$ cat src/design/c_source_comment_strip_minify_assert.svh
// Assertion macros for the C comment stripper and minifier.
`ifndef C_SOURCE_COMMENT_STRIP_MINIFY_ASSERT_SVH
`define C_SOURCE_COMMENT_STRIP_MINIFY_ASSERT_SVH
`ifndef SYNTHESIS
`define CSM_ASSERT_SAME(lbl, clk, rst, ante, cons) \
   lbl: assert property (@(posedge clk) disable iff (rst) (ante) |-> (cons)) \
      else $error("csm assertion failed");
`define CSM_ASSERT_NEXT(lbl, clk, rst, ante, cons) \
   lbl: assert property (@(posedge clk) disable iff (rst) (ante) |=> (cons)) \
      else $error("csm assertion failed");
`else
`define CSM_ASSERT_SAME(lbl, clk, rst, ante, cons)
`define CSM_ASSERT_NEXT(lbl, clk, rst, ante, cons)
`endif
`endif

$ cat src/design/csm_pkg.sv
// Types, codes and helper functions for the C comment stripper and minifier.
`timescale 1ns / 1ps
`default_nettype none
package csm_pkg;

   localparam int FIFO_DEPTH = 4;
   localparam int PTR_W      = $clog2(FIFO_DEPTH);
   localparam int CNT_W      = $clog2(FIFO_DEPTH + 1);

   localparam logic [7:0] CH_SLASH  = 8'h2F;
   localparam logic [7:0] CH_STAR   = 8'h2A;
   localparam logic [7:0] CH_CR     = 8'h0D;
   localparam logic [7:0] CH_LF     = 8'h0A;
   localparam logic [7:0] CH_BSLASH = 8'h5C;
   localparam logic [7:0] CH_HASH   = 8'h23;
   localparam logic [7:0] CH_DQUOTE = 8'h22;
   localparam logic [7:0] CH_SQUOTE = 8'h27;

   // strip stage modes
   localparam logic [2:0] MODE_NORMAL     = 3'd0;
   localparam logic [2:0] MODE_BLOCK      = 3'd1;
   localparam logic [2:0] MODE_BLOCK_STAR = 3'd2;
   localparam logic [2:0] MODE_LINE       = 3'd3;
   localparam logic [2:0] MODE_DQ         = 3'd4;
   localparam logic [2:0] MODE_SQ         = 3'd5;

   // squeeze stage quote modes
   localparam logic [1:0] QM_OUT = 2'd0;
   localparam logic [1:0] QM_DQ  = 2'd1;
   localparam logic [1:0] QM_SQ  = 2'd2;

   // held char of the strip stage is always a slash, so only its valid bit is kept
   typedef struct packed {
      logic [2:0] mode;
      logic       esc;
      logic       held_valid;
   } strip_state_type;

   typedef struct packed {
      logic [1:0] qmode;
      logic       esc;
      logic       directive;
      logic       prev_alnum;
      logic [7:0] hs_char;
      logic       hs_valid;
   } squeeze_state_type;

   typedef struct packed {
      logic [1:0] cnt;
      logic [7:0] c0;
      logic [7:0] c1;
      logic [7:0] c2;
   } emit_list_type;

   typedef struct packed {
      squeeze_state_type st;
      emit_list_type     em;
   } squeeze_result_type;

   function automatic logic is_alnum(input logic [7:0] c);
      return (c >= 8'h30 && c <= 8'h39) || (c >= 8'h41 && c <= 8'h5A) ||
             (c >= 8'h61 && c <= 8'h7A);
   endfunction

   function automatic logic is_space(input logic [7:0] c);
      return (c == 8'h20) || (c >= 8'h09 && c <= 8'h0D);
   endfunction

   function automatic emit_list_type push_emit(input emit_list_type e, input logic [7:0] c);
      emit_list_type r;
      r = e;
      case (e.cnt)
         2'd0: begin
            r.c0  = c;
            r.cnt = 2'd1;
         end
         2'd1: begin
            r.c1  = c;
            r.cnt = 2'd2;
         end
         2'd2: begin
            r.c2  = c;
            r.cnt = 2'd3;
         end
         default: r = e;
      endcase
      return r;
   endfunction

   function automatic squeeze_result_type squeeze_step(input squeeze_result_type a,
                                                       input logic [7:0] c);
      squeeze_result_type r;
      logic               keep_c;
      r      = a;
      keep_c = 1'b0;
      if (r.st.hs_valid) begin
         if (is_alnum(c)) begin
            r.em            = push_emit(r.em, r.st.hs_char);
            r.st.prev_alnum = is_alnum(r.st.hs_char);
         end
         r.st.hs_valid = 1'b0;
      end
      if (r.st.esc) begin
         r.st.esc = 1'b0;
         keep_c   = 1'b1;
      end else if (c == CH_BSLASH) begin
         r.st.esc = 1'b1;
         keep_c   = 1'b1;
      end else if ((c == CH_CR || c == CH_LF) && r.st.directive) begin
         r.st.directive = 1'b0;
         keep_c         = 1'b1;
      end else if (r.st.qmode == QM_DQ) begin
         if (c == CH_DQUOTE) r.st.qmode = QM_OUT;
         keep_c = 1'b1;
      end else if (r.st.qmode == QM_SQ) begin
         if (c == CH_SQUOTE) r.st.qmode = QM_OUT;
         keep_c = 1'b1;
      end else if (c == CH_DQUOTE) begin
         r.st.qmode = QM_DQ;
         keep_c     = 1'b1;
      end else if (c == CH_SQUOTE) begin
         r.st.qmode = QM_SQ;
         keep_c     = 1'b1;
      end else if (is_space(c)) begin
         if (r.st.prev_alnum) begin
            r.st.hs_char  = c;
            r.st.hs_valid = 1'b1;
         end
      end else begin
         if (c == CH_HASH) r.st.directive = 1'b1;
         keep_c = 1'b1;
      end
      if (keep_c) begin
         r.em            = push_emit(r.em, c);
         r.st.prev_alnum = is_alnum(c);
      end
      return r;
   endfunction

endpackage
`default_nettype wire

$ cat src/design/csm_if.sv
// Byte stream channel interfaces for source bytes in and kept bytes out.
`timescale 1ns / 1ps
`default_nettype none
interface csm_req_if;
   logic       valid;
   logic       ready;
   logic [7:0] in_char;
   logic       in_last;
   modport source (output valid, output in_char, output in_last, input ready);
   modport sink   (input valid, input in_char, input in_last, output ready);
endinterface

interface csm_rsp_if;
   logic       valid;
   logic       ready;
   logic [7:0] out_char;
   logic       out_last;
   modport source (output valid, output out_char, output out_last, input ready);
   modport sink   (input valid, input out_char, input out_last, output ready);
endinterface
`default_nettype wire

$ cat src/design/c_source_comment_strip_minify.sv
// Top level: C comment stripper and whitespace minifier on a byte stream.
// A byte transferred in is registered in the input stage, then written to the result queue.
// Throughput: one input byte per cycle while the 4-entry result queue has room for
//   three results, else the input stage holds the byte; one result byte per cycle.
// Reset: synchronous; clears strip/squeeze state, the input stage and the queue.
`timescale 1ns / 1ps
`default_nettype none
`include "c_source_comment_strip_minify_assert.svh"
module c_source_comment_strip_minify
   import csm_pkg::*;
(
   input  wire         clock,
   input  wire         reset,
   csm_req_if.sink     req_if,
   csm_rsp_if.source   rsp_if
);

   logic              s1_valid_ff, s1_valid_in;
   logic [7:0]        s1_char_ff;
   logic              s1_last_ff;
   logic              s1_fire;
   logic              req_take;
   logic              rsp_pop;
   logic              space_ok;

   strip_state_type    st_ff, st_in, st_nxt;
   squeeze_state_type  sq_ff, sq_in;
   squeeze_result_type r0, r1, r2, r3;
   logic               do_held, do_char, do_flush;

   logic [7:0]         fifo_char_ff [FIFO_DEPTH];
   logic               fifo_last_ff [FIFO_DEPTH];
   logic [PTR_W-1:0]   wr_ptr_ff, wr_ptr_in;
   logic [PTR_W-1:0]   rd_ptr_ff, rd_ptr_in;
   logic [CNT_W-1:0]   count_ff, count_in;
   logic [7:0]         slot_char [3];
   logic               slot_last [3];
   logic               slot_en   [3];

   localparam strip_state_type   STRIP_RESET   = '{mode: MODE_NORMAL, esc: 1'b0,
                                                   held_valid: 1'b0};
   localparam squeeze_state_type SQUEEZE_RESET = '{qmode: QM_OUT, esc: 1'b0,
                                                   directive: 1'b0, prev_alnum: 1'b0,
                                                   hs_char: 8'h00, hs_valid: 1'b0};

   // handshake
   assign rsp_pop  = rsp_if.valid && rsp_if.ready;
   assign space_ok = (count_ff <= CNT_W'(FIFO_DEPTH - 3)) ||
                     ((count_ff <= CNT_W'(FIFO_DEPTH - 2)) && rsp_pop);
   assign s1_fire  = s1_valid_ff && space_ok;
   assign req_if.ready = !s1_valid_ff || s1_fire;
   assign req_take = req_if.valid && req_if.ready;
   assign s1_valid_in = req_take || (s1_valid_ff && !s1_fire);

   // strip stage decisions
   always_comb begin
      st_nxt  = st_ff;
      do_held = 1'b0;
      do_char = 1'b0;
      if (st_ff.held_valid && s1_char_ff == CH_STAR) begin
         st_nxt.held_valid = 1'b0;
         st_nxt.mode       = MODE_BLOCK;
      end else if (st_ff.held_valid && s1_char_ff == CH_SLASH) begin
         st_nxt.held_valid = 1'b0;
         st_nxt.mode       = MODE_LINE;
      end else begin
         do_held           = st_ff.held_valid;
         st_nxt.held_valid = 1'b0;
         unique case (st_ff.mode) inside
            MODE_BLOCK: begin
               if (s1_char_ff == CH_STAR) st_nxt.mode = MODE_BLOCK_STAR;
            end
            MODE_BLOCK_STAR: begin
               if (s1_char_ff == CH_SLASH) st_nxt.mode = MODE_NORMAL;
               else if (s1_char_ff != CH_STAR) st_nxt.mode = MODE_BLOCK;
            end
            MODE_LINE: begin
               if (st_ff.esc) begin
                  st_nxt.esc = 1'b0;
               end else if (s1_char_ff == CH_BSLASH) begin
                  st_nxt.esc = 1'b1;
               end else if (s1_char_ff == CH_CR || s1_char_ff == CH_LF) begin
                  st_nxt.mode = MODE_NORMAL;
                  do_char     = 1'b1;
               end
            end
            MODE_NORMAL, MODE_DQ, MODE_SQ: begin
               if (st_ff.esc) begin
                  st_nxt.esc = 1'b0;
                  do_char    = 1'b1;
               end else if (s1_char_ff == CH_BSLASH) begin
                  st_nxt.esc = 1'b1;
                  do_char    = 1'b1;
               end else if (s1_char_ff == CH_SLASH && st_ff.mode == MODE_NORMAL) begin
                  st_nxt.held_valid = 1'b1;
               end else begin
                  if (st_ff.mode == MODE_NORMAL) begin
                     if (s1_char_ff == CH_DQUOTE) st_nxt.mode = MODE_DQ;
                     else if (s1_char_ff == CH_SQUOTE) st_nxt.mode = MODE_SQ;
                  end else if (st_ff.mode == MODE_DQ && s1_char_ff == CH_DQUOTE) begin
                     st_nxt.mode = MODE_NORMAL;
                  end else if (st_ff.mode == MODE_SQ && s1_char_ff == CH_SQUOTE) begin
                     st_nxt.mode = MODE_NORMAL;
                  end
                  do_char = 1'b1;
               end
            end
            default: st_nxt = st_ff;
         endcase
      end
   end

   // squeeze chain: held slash, current byte, end-of-file slash flush
   always_comb begin
      r0.st    = sq_ff;
      r0.em    = '0;
      r1       = do_held ? squeeze_step(r0, CH_SLASH) : r0;
      r2       = do_char ? squeeze_step(r1, s1_char_ff) : r1;
      do_flush = s1_last_ff && st_nxt.held_valid;
      r3       = do_flush ? squeeze_step(r2, CH_SLASH) : r2;
   end

   always_comb begin
      if (s1_fire && s1_last_ff) begin
         st_in = STRIP_RESET;
         sq_in = SQUEEZE_RESET;
      end else if (s1_fire) begin
         st_in = st_nxt;
         sq_in = r3.st;
      end else begin
         st_in = st_ff;
         sq_in = sq_ff;
      end
   end

   // result queue writes
   always_comb begin
      slot_char[0] = r3.em.c0;
      slot_char[1] = r3.em.c1;
      slot_char[2] = r3.em.c2;
      for (int i = 0; i < 3; i++) begin
         slot_en[i]   = s1_fire && (2'(i) < r3.em.cnt);
         slot_last[i] = s1_last_ff && (2'(i) == r3.em.cnt - 2'd1);
      end
   end

   assign wr_ptr_in = s1_fire ? wr_ptr_ff + PTR_W'(r3.em.cnt) : wr_ptr_ff;
   assign rd_ptr_in = rsp_pop ? rd_ptr_ff + PTR_W'(1) : rd_ptr_ff;
   assign count_in  = count_ff + (s1_fire ? CNT_W'(r3.em.cnt) : CNT_W'(0))
                      - (rsp_pop ? CNT_W'(1) : CNT_W'(0));

   always_ff @(posedge clock) begin
      for (int i = 0; i < 3; i++) begin
         if (slot_en[i]) begin
            fifo_char_ff[wr_ptr_ff + PTR_W'(i)] <= slot_char[i];
            fifo_last_ff[wr_ptr_ff + PTR_W'(i)] <= slot_last[i];
         end
      end
   end

   always_ff @(posedge clock) begin
      if (req_take) begin
         s1_char_ff <= req_if.in_char;
         s1_last_ff <= req_if.in_last;
      end
   end

   always_ff @(posedge clock) begin
      if (reset) begin
         s1_valid_ff <= 1'b0;
         st_ff       <= STRIP_RESET;
         sq_ff       <= SQUEEZE_RESET;
         wr_ptr_ff   <= '0;
         rd_ptr_ff   <= '0;
         count_ff    <= '0;
      end else begin
         s1_valid_ff <= s1_valid_in;
         st_ff       <= st_in;
         sq_ff       <= sq_in;
         wr_ptr_ff   <= wr_ptr_in;
         rd_ptr_ff   <= rd_ptr_in;
         count_ff    <= count_in;
      end
   end

   assign rsp_if.valid    = (count_ff != '0);
   assign rsp_if.out_char = fifo_char_ff[rd_ptr_ff];
   assign rsp_if.out_last = fifo_last_ff[rd_ptr_ff];

   `CSM_ASSERT_SAME(a_queue_bound, clock, reset, 1'b1, count_ff <= CNT_W'(FIFO_DEPTH))
   `CSM_ASSERT_NEXT(a_eof_clears, clock, reset, s1_fire && s1_last_ff,
                    st_ff.mode == MODE_NORMAL && !st_ff.held_valid &&
                    !sq_ff.hs_valid && sq_ff.qmode == QM_OUT)
   `CSM_ASSERT_SAME(a_space_outside_quotes, clock, reset, sq_ff.hs_valid, sq_ff.qmode == QM_OUT)
   `CSM_ASSERT_SAME(a_slash_in_code, clock, reset, st_ff.held_valid, st_ff.mode == MODE_NORMAL)

endmodule
`default_nettype wire

$ cat src/flat_wrapper.sv
// flat-port wrapper written by rule: the top's interface ports become plain ports
module c_source_comment_strip_minify_flat import csm_pkg::*;
  (clock, reset, req_if_valid, req_if_in_char, req_if_in_last, req_if_ready, rsp_if_valid, rsp_if_out_char, rsp_if_out_last, rsp_if_ready);
  csm_req_if req_if_i ();
  csm_rsp_if rsp_if_i ();
  input  wire clock;
  input  wire reset;
  input wire logic [$bits(req_if_i.valid)-1:0] req_if_valid;
  input wire logic [$bits(req_if_i.in_char)-1:0] req_if_in_char;
  input wire logic [$bits(req_if_i.in_last)-1:0] req_if_in_last;
  output wire logic [$bits(req_if_i.ready)-1:0] req_if_ready;
  output wire logic [$bits(rsp_if_i.valid)-1:0] rsp_if_valid;
  output wire logic [$bits(rsp_if_i.out_char)-1:0] rsp_if_out_char;
  output wire logic [$bits(rsp_if_i.out_last)-1:0] rsp_if_out_last;
  input wire logic [$bits(rsp_if_i.ready)-1:0] rsp_if_ready;
  assign req_if_i.valid = req_if_valid;
  assign req_if_i.in_char = req_if_in_char;
  assign req_if_i.in_last = req_if_in_last;
  assign req_if_ready = req_if_i.ready;
  assign rsp_if_valid = rsp_if_i.valid;
  assign rsp_if_out_char = rsp_if_i.out_char;
  assign rsp_if_out_last = rsp_if_i.out_last;
  assign rsp_if_i.ready = rsp_if_ready;
  c_source_comment_strip_minify u_core (.clock(clock), .reset(reset), .req_if(req_if_i), .rsp_if(rsp_if_i));
endmodule
$ cat config.mk
export PLATFORM = sky130hd
export DESIGN_NAME = c_source_comment_strip_minify_flat
export DESIGN_NICKNAME = d
export VERILOG_FILES = /design/src/design/csm_pkg.sv /design/src/design/csm_if.sv /design/src/design/c_source_comment_strip_minify.sv /design/src/flat_wrapper.sv
export VERILOG_INCLUDE_DIRS = /design/src /design/src/design
export SDC_FILE = /design/constraint.sdc
export NUM_CORES = 1
export LEC_CHECK = 0
export BUFFER_PORTS_ARGS = -buffer_cell sky130_fd_sc_hd__buf_2
export CORE_UTILIZATION = 65
export DETAILED_ROUTE_END_ITERATION = 7
export PLACE_DENSITY_LB_ADDON = 0.05
export SETUP_SLACK_MARGIN = 0.02
export SLEW_MARGIN = 15
export SYNTH_ARGS = -nofsm -noshare
export SYNTH_HDL_FRONTEND = slang
export SYNTH_SLANG_ARGS = --single-unit
export TNS_END_PERCENT = 30
$ cat constraint.sdc
create_clock -name clock -period 7.2 [get_ports clock]
set_input_delay 1.8 -clock clock [delete_from_list [all_inputs] [get_ports clock]]
set_output_delay 1.8 -clock clock [all_outputs]
set_load 0.03 [all_outputs]
# [After elaboration in Yosys (flattened, before gate mapping)]
# Memory sizes are Yosys's and may differ from the RTL's. A register that Yosys moved wholly into a read port is not among the register bits.
# Index checks and enable logic that the tools add are counted.
[totals] n_memories=2 inputBits=13 mem_bits_rw=36 output_inout_bits=11 reg_bits=36
[memory_table] memory="u_core.fifo_char_ff" depth=4 width=8 read_ports=1 rd_clocked_by_memory_dff=1 write_ports=2 line_no="c_source_comment_strip_minify.sv:31" rtl="logic [7:0] fifo_char_ff [FIFO_DEPTH];"
[memory_table] memory="u_core.fifo_last_ff" depth=4 width=1 read_ports=1 rd_clocked_by_memory_dff=1 write_ports=2 line_no="c_source_comment_strip_minify.sv:32" rtl="logic fifo_last_ff [FIFO_DEPTH];"
[classes] n_eq_ne=35 bitwise_logic=2 n_reduce_logical=52 addsub=7 muxes=111 magnitude_cmp=19
[op_table] operator="two-way mux 9 bit" count=9
[op_table] operator="two-way mux 8 bit" count=10
[op_table] operator="two-way mux 26 bit" count=3
[op_table] operator="two-way mux 38 bit" count=2
[op_table] operator="== test 8 x 6 -> 1 bit (second input constant)" count=6
[op_table] operator="two-way mux 1 bit" count=48
[op_table] operator="two-way mux 3 bit" count=16
[op_table] operator="two-way mux 40 bit" count=1
[op_table] operator="greater-or-equal comparator 8 x 7 -> 1 bit (second input constant)" count=4
[op_table] operator="less-or-equal comparator 8 x 7 -> 1 bit (second input constant)" count=4
[op_table] operator="two-way mux 2 bit" count=16
[op_table] operator="logical AND 1 bit" count=26
[op_table] operator="one-hot mux 2 bit (3 select lines)" count=3
[op_table] operator="== test 8 x 4 -> 1 bit (second input constant)" count=2
[op_table] operator="greater-or-equal comparator 8 x 6 -> 1 bit (second input constant)" count=2
[op_table] operator="less-or-equal comparator 8 x 6 -> 1 bit (second input constant)" count=2
[op_table] operator="inequality test 4 x 2 -> 1 bit (second input constant)" count=4
[op_table] operator="one-hot mux 3 bit (4 select lines)" count=1
[op_table] operator="AND reduction 12 bit" count=1
[op_table] operator="logical OR 1 bit" count=9
[op_table] operator="== test 2 x 1 -> 1 bit (second input constant)" count=4
[op_table] operator="== test 2 bit (second input constant)" count=4
[op_table] operator="== test 8 x 7 -> 1 bit (second input constant)" count=1
[op_table] operator="greater-or-equal comparator 8 x 4 -> 1 bit (second input constant)" count=1
[op_table] operator="35 further kinds" count=47

# [Longest topological paths before layout]
[depth] ltp_word=30 ltp_mapped=19 mapped_depth_nobuf=16

# [Worst setup path before layout]
# No wires, ideal clock.
[synth_timing] kind="input port to output port" start="input port rsp_if_ready" end="output port req_if_ready" stages=3 t_required_ns=5.400 arrival_time_ns=2.350 path_slack_ns=3.050 path_cell_list="nand2b_1 > a21oi_1 > nand2b_1"
[synth_via] elab_chain_cells=5
[synth_rtl] item="from (decl)" line_no="flat_wrapper.sv:15" rtl="input wire logic [$bits(rsp_if_i.ready)-1:0] rsp_if_ready;"
[synth_rtl] item="logical AND 1 bit" line_no="c_source_comment_strip_minify.sv:47" rtl="assign rsp_pop = rsp_if.valid && rsp_if.ready;"
[synth_rtl] item="logical AND 1 bit" line_no="c_source_comment_strip_minify.sv:49" rtl="((count_ff <= CNT_W'(FIFO_DEPTH - 2)) && rsp_pop);"
[synth_rtl] item="logical OR 1 bit" line_no="c_source_comment_strip_minify.sv:48" rtl="assign space_ok = (count_ff <= CNT_W'(FIFO_DEPTH - 3)) ||"
[synth_rtl] item="logical AND 1 bit" line_no="c_source_comment_strip_minify.sv:50" rtl="assign s1_fire = s1_valid_ff && space_ok;"
[synth_rtl] item="logical OR 1 bit" line_no="c_source_comment_strip_minify.sv:51" rtl="assign req_if.ready = !s1_valid_ff || s1_fire;"
[synth_rtl] item="to (decl)" line_no="flat_wrapper.sv:11" rtl="output wire logic [$bits(req_if_i.ready)-1:0] req_if_ready;"
# Every way passes these cells.

# [Worst setup path in the final report]
[layout_timing] start="register u_core.s1_char_ff[3]" end="register u_core.count_ff[2]"
[layout_via] elab_chain_cells=19
[layout_rtl] item="from (decl)" line_no="c_source_comment_strip_minify.sv:19" rtl="logic [7:0] s1_char_ff;"
[layout_rtl] item="from (signal assigned)" line_no="c_source_comment_strip_minify.sv:163" rtl="s1_char_ff <= req_if.in_char;"
[layout_rtl] item="== test 8 x 6 -> 1 bit (tied with other cells)" line_no="c_source_comment_strip_minify.sv:63, c_source_comment_strip_minify.sv:94"
[layout_rtl] item="logical AND 1 bit (on tied branches)" line_no="c_source_comment_strip_minify.sv:63, csm_pkg.sv:66"
[layout_rtl] item="two-way mux 1 bit or logical OR 1 bit (tied branches)" line_no="c_source_comment_strip_minify.sv:63, csm_pkg.sv:66"
[layout_rtl] item="two-way mux 1 bit (on tied branches)" line_no="c_source_comment_strip_minify.sv:60, csm_pkg.sv:124"
[layout_rtl] item="two-way mux 38 bit or two-way mux 1 bit (tied branches)" line_no="c_source_comment_strip_minify.sv:117, csm_pkg.sv:121"
[layout_rtl] item="== test 2 bit (tied with other cells)" line_no="csm_pkg.sv:72" rtl="case (e.cnt)"
[layout_rtl] item="one-hot mux 2 bit (3 select lines) or two-way mux 1 bit (tied branches)" line_no="csm_pkg.sv:72, csm_pkg.sv:115"
[layout_rtl] item="two-way mux 26 bit or two-way mux 1 bit (tied branches)" line_no="csm_pkg.sv:97, csm_pkg.sv:112"
[layout_rtl] item="(+3 left out)"
[layout_rtl] item="two-way mux 26 bit" line_no="csm_pkg.sv:133" rtl="if (keep_c) begin"
[layout_rtl] item="two-way mux 40 bit" line_no="c_source_comment_strip_minify.sv:118" rtl="r2 = do_char ? squeeze_step(r1, s1_char_ff) : r1;"
[layout_rtl] item="== test 2 bit (tied with other cells)" line_no="csm_pkg.sv:72"
[layout_rtl] item="one-hot mux 2 bit (3 select lines)" line_no="csm_pkg.sv:72"
[layout_rtl] item="two-way mux 38 bit *" line_no="c_source_comment_strip_minify.sv:120" rtl="r3 = do_flush ? squeeze_step(r2, CH_SLASH) : r2;"
[layout_rtl] item="two-way mux 2 bit *" line_no="c_source_comment_strip_minify.sv:149" rtl="assign count_in = count_ff + (s1_fire ? CNT_W'(r3.em.cnt) : CNT_W'(0))"
[layout_rtl] item="adder 3 bit *" line_no="c_source_comment_strip_minify.sv:149"
[layout_rtl] item="subtractor 3 bit *" line_no="c_source_comment_strip_minify.sv:150" rtl="- (rsp_pop ? CNT_W'(1) : CNT_W'(0));"
[layout_rtl] item="to (signal assigned)" line_no="c_source_comment_strip_minify.sv:182" rtl="count_ff <= count_in;"
[layout_rtl] item="to (decl)" line_no="c_source_comment_strip_minify.sv:35" rtl="logic [CNT_W-1:0] count_ff, count_in;"
# Every way passes the cells marked *; elsewhere a longest branch is shown, timed or not.
# A chain may end at the register's enable or synchronous reset.

==> impl_metrics.yaml <==
outcome:
  run_status: "completed"
synth:
  synth_top_family_by_area: "compound AO/OA/AOI/OAI gates"
  synth_fa_ha_area_share_pct: 1.79
  synthArstFlopShare_pct: 0
  seq_area_frac_synth_pct: 41.8
  synth.distinct_cells: 78
  synth_xor_area_share_pct: 1.52
  synth-warning-count: 0
  ys_ff_latch: 74
  ys_top_cells_by_area: "edfxtp_1, dfxtp_1, mux2i_1"
  synth_edf_count: 45
  ys_top_cells_by_count: "edfxtp_1, nand2_1, nor2_1"
  synthesis.area_um2: 4620
  synthSimpleGateAreaFrac_pct: 18.1
  synth_top_cell_by_area: "edfxtp_1"
  synth_compound_area_share_pct: 18.7
  syn_avg_cell_area_um2: 10.2
  synth_cells: 454
  synth_most_common_cell: "edfxtp_1"
  synthMuxAreaShare_pct: 13.6
  synth_top_flop_cell: "edfxtp_1"
  synth_fp_nets: 473
  netlist.area_leader.share_pct: 29.3
routing:
  vias: 3666
  ant_nets: 0
  wl_per_cell_um: 18.8
  dr.pass1.iters: 5
  drc: 0
  drt_iter0_drc: 291
  routed_wl_um: 10500
  vias_per_cell: 6.56
placed_design:
  dp.cells: 543
  io_buffers: 23
  hpwl_um: 7510
  dpl_cell_area_um2: 4720
  routabilityCongestion: 0.947
die:
  start_util_pct: 67.6
  design.core.area_um2: 6830
  num_io_pins: 24
  die_w_um: 86.3
  die_h_um: 86.3
  dieArea_um2: 7450
  core.rowCount: 30
flow_run:
  cap_violations: 0
worst_setup_path:
  cp-end-kind: "register"
  worstRegToRegCells: 16
  crit_path_start_kind: "register"
  worstSetupPathType: "reg -> reg"
  crit_required_ns: 7.44
  worstPathArrival_ns: 5.34
  cp_max_fo: 18
global_routing:
  antenna_found_initial: 0
  track_usage_pct: 30.6
  first_global_vias: 3444
  grt_max_degree: 21
  grt-ovfl-total: 0
  grt_pass1_wl_um: 17400
pwr:
  vdd_ir_drop_max_mv: 0.163
  combPwrFrac_pct: 23.8
  seq_power_share_pct: 45.2
  power.total_mw: 1.17
  p_int_uw: 809
  switching_share_pct: 31.1
  leakage_nw: 1.95
  p_per_area_nw_per_um2: 238
  p_clk_share_pct: 31.0
  p_switching_uw: 366
timing:
  fmax_mhz: 196
  period_share_pct: 70.7
  slew_violations: 0
  totalNegativeSetupSlack_ns: 0
  finalSetupViolCount: 0
  worst_slew_pin_slew_ns: 1.06
  rsz0062_at_grt: "no"
  fin_crit_ns: 5.09
  hold_viol_final: 0
  whs_ns: 0.501
  clock_skew_ns: 0.00708
  slew_headroom_pct: 29.3
clock_tree:
  cts_tree: "yes"
  cts-root-buf: "clkbuf_8"
  clkTransAtPathRegs_ns: 0.08
  insertion_delay_ns: 0.36
  hold_buffers: 0
  cts_inserted_buffers: 9
  clock_sinks: 74
  postCtsSetupBuffers: 0
  ctsHtreeMaxLevel: 3
  cts_buffer_depth: 2
  ctsResizeCount: 0
layout:
  multi_input_area_um2: 2480
  fill_cells: 529
  drive_above_1_share_pct: 16.6
  nets: 477
  antenna_cells: 0
  fin_cells: 559
  seqCellArea_um2: 1930
  area_growth_pct: 6.99
  design_area_um2: 4940
worst_hold_path:
  hold_depth: 1
  hold_class: "reg -> reg"
## power by group through the flow
stage / Clock [mW] / Combinational (mW) / Sequential (mW)
floorplan: 0 / 0.248 / 0.505
global placement: 0 / 0.272 / 0.539
detailed placement: 0 / 0.278 / 0.540
CTS: 0.364 / 0.280 / 0.531
global route: 0.381 / 0.306 / 0.537
finish: 0.364 / 0.279 / 0.531
## path summary, 6_finish.rpt
kind	startpoint	endpoint	slack (ns)
setup reg to reg	u_core.s1_char_ff[3]	u_core.count_ff[2]	2.11
hold reg to reg	u_core.r0[36]	u_core.r0[36]	0.50
hold / removal	u_core.r0[36]	u_core.r0[36]	0.50
setup / recovery	u_core.s1_char_ff[3]	u_core.count_ff[2]	2.11
## placed cells by master, fill, tap and decap left out, types with 8 or more instances in the layout
cell       n
a211oi_1  11
a21oi_1   26
and3_1    13
buf_2     23
clkbuf_8  10
dfxtp_1   29
edfxtp_1  45
inv_1     13
mux2_2     8
mux2i_1   28
mux4_2    10
nand2_1   36
nand3_1   16
nor2_1    34
nor3_1    15
o21ai_0    9
## state kept, by name (all words and copies together) (netlist names), named ones only
name,count
u_core.fifo_char_ff,32
u_core.s1_valid_ff,1
u_core.rd_ptr_ff,2
u_core.s1_char_ff,8
u_core.st_ff,5
u_core.count_ff,3
u_core.fifo_last_ff,4
u_core.r0,14
u_core.wr_ptr_ff,2
u_core.s1_last_ff,1
## metal layers
metal	wire length, um	global-route usage, %
met2	5070	51.7
met5	0	0
met3	564	4.38
met4	221	12.1
met1	4650	39.8
## stage by stage
step / setup slack, ns / utilization [%]
2_1_floorplan: 3.05 / -
3_3_place_gp: 2.43 / 69.1
3_5_place_dp: 2.28 / 69.1
5_1_grt: 1.77 / 72.3
6_report: 2.11 / 72.3
4_1_cts: 2.18 / 72.3
## cell families (layout without fill, tap and decap cells)
family,after synthesis,count (layout)
and+or+nand+nor,160,160
AOI/OAI and AO/OA,111,111
DFF,74,74
muxes,49,49
buffers and inverters,46,55
xor gates and xnor gates,8,8
adders and majority gates,6,6
## final cells by class
| type | instances | share of cell area [%] |
|---|---|---|
| well taps | 96 | 2.43 |
| clock buffers | 11 | 2.86 |
| repair buffers | 26 | 2.79 |
| multi-input cells | 334 | 50.2 |
| inverters | 13 | 0.988 |
| clock inverters | 5 | 1.60 |
| flip-flops and latches | 74 | 39.1 |
## worst max-delay path: stages, from the launching register on
cell      delay [ns]
edfxtp_1        0.72
or4b_4          0.58
o31ai_4         0.50
inv_1           0.25
ha_1            0.40
nand2_1         0.12
and3_1          0.22
nor3_1          0.23
and2_1          0.36
or2_1           0.33
nand2_1         0.11
ha_1            0.30
inv_1           0.05
fa_1            0.42
xnor2_1         0.19
xnor2_1         0.14
nor2_1          0.05
No activity file was read; power rests on OpenSTA's default activity.
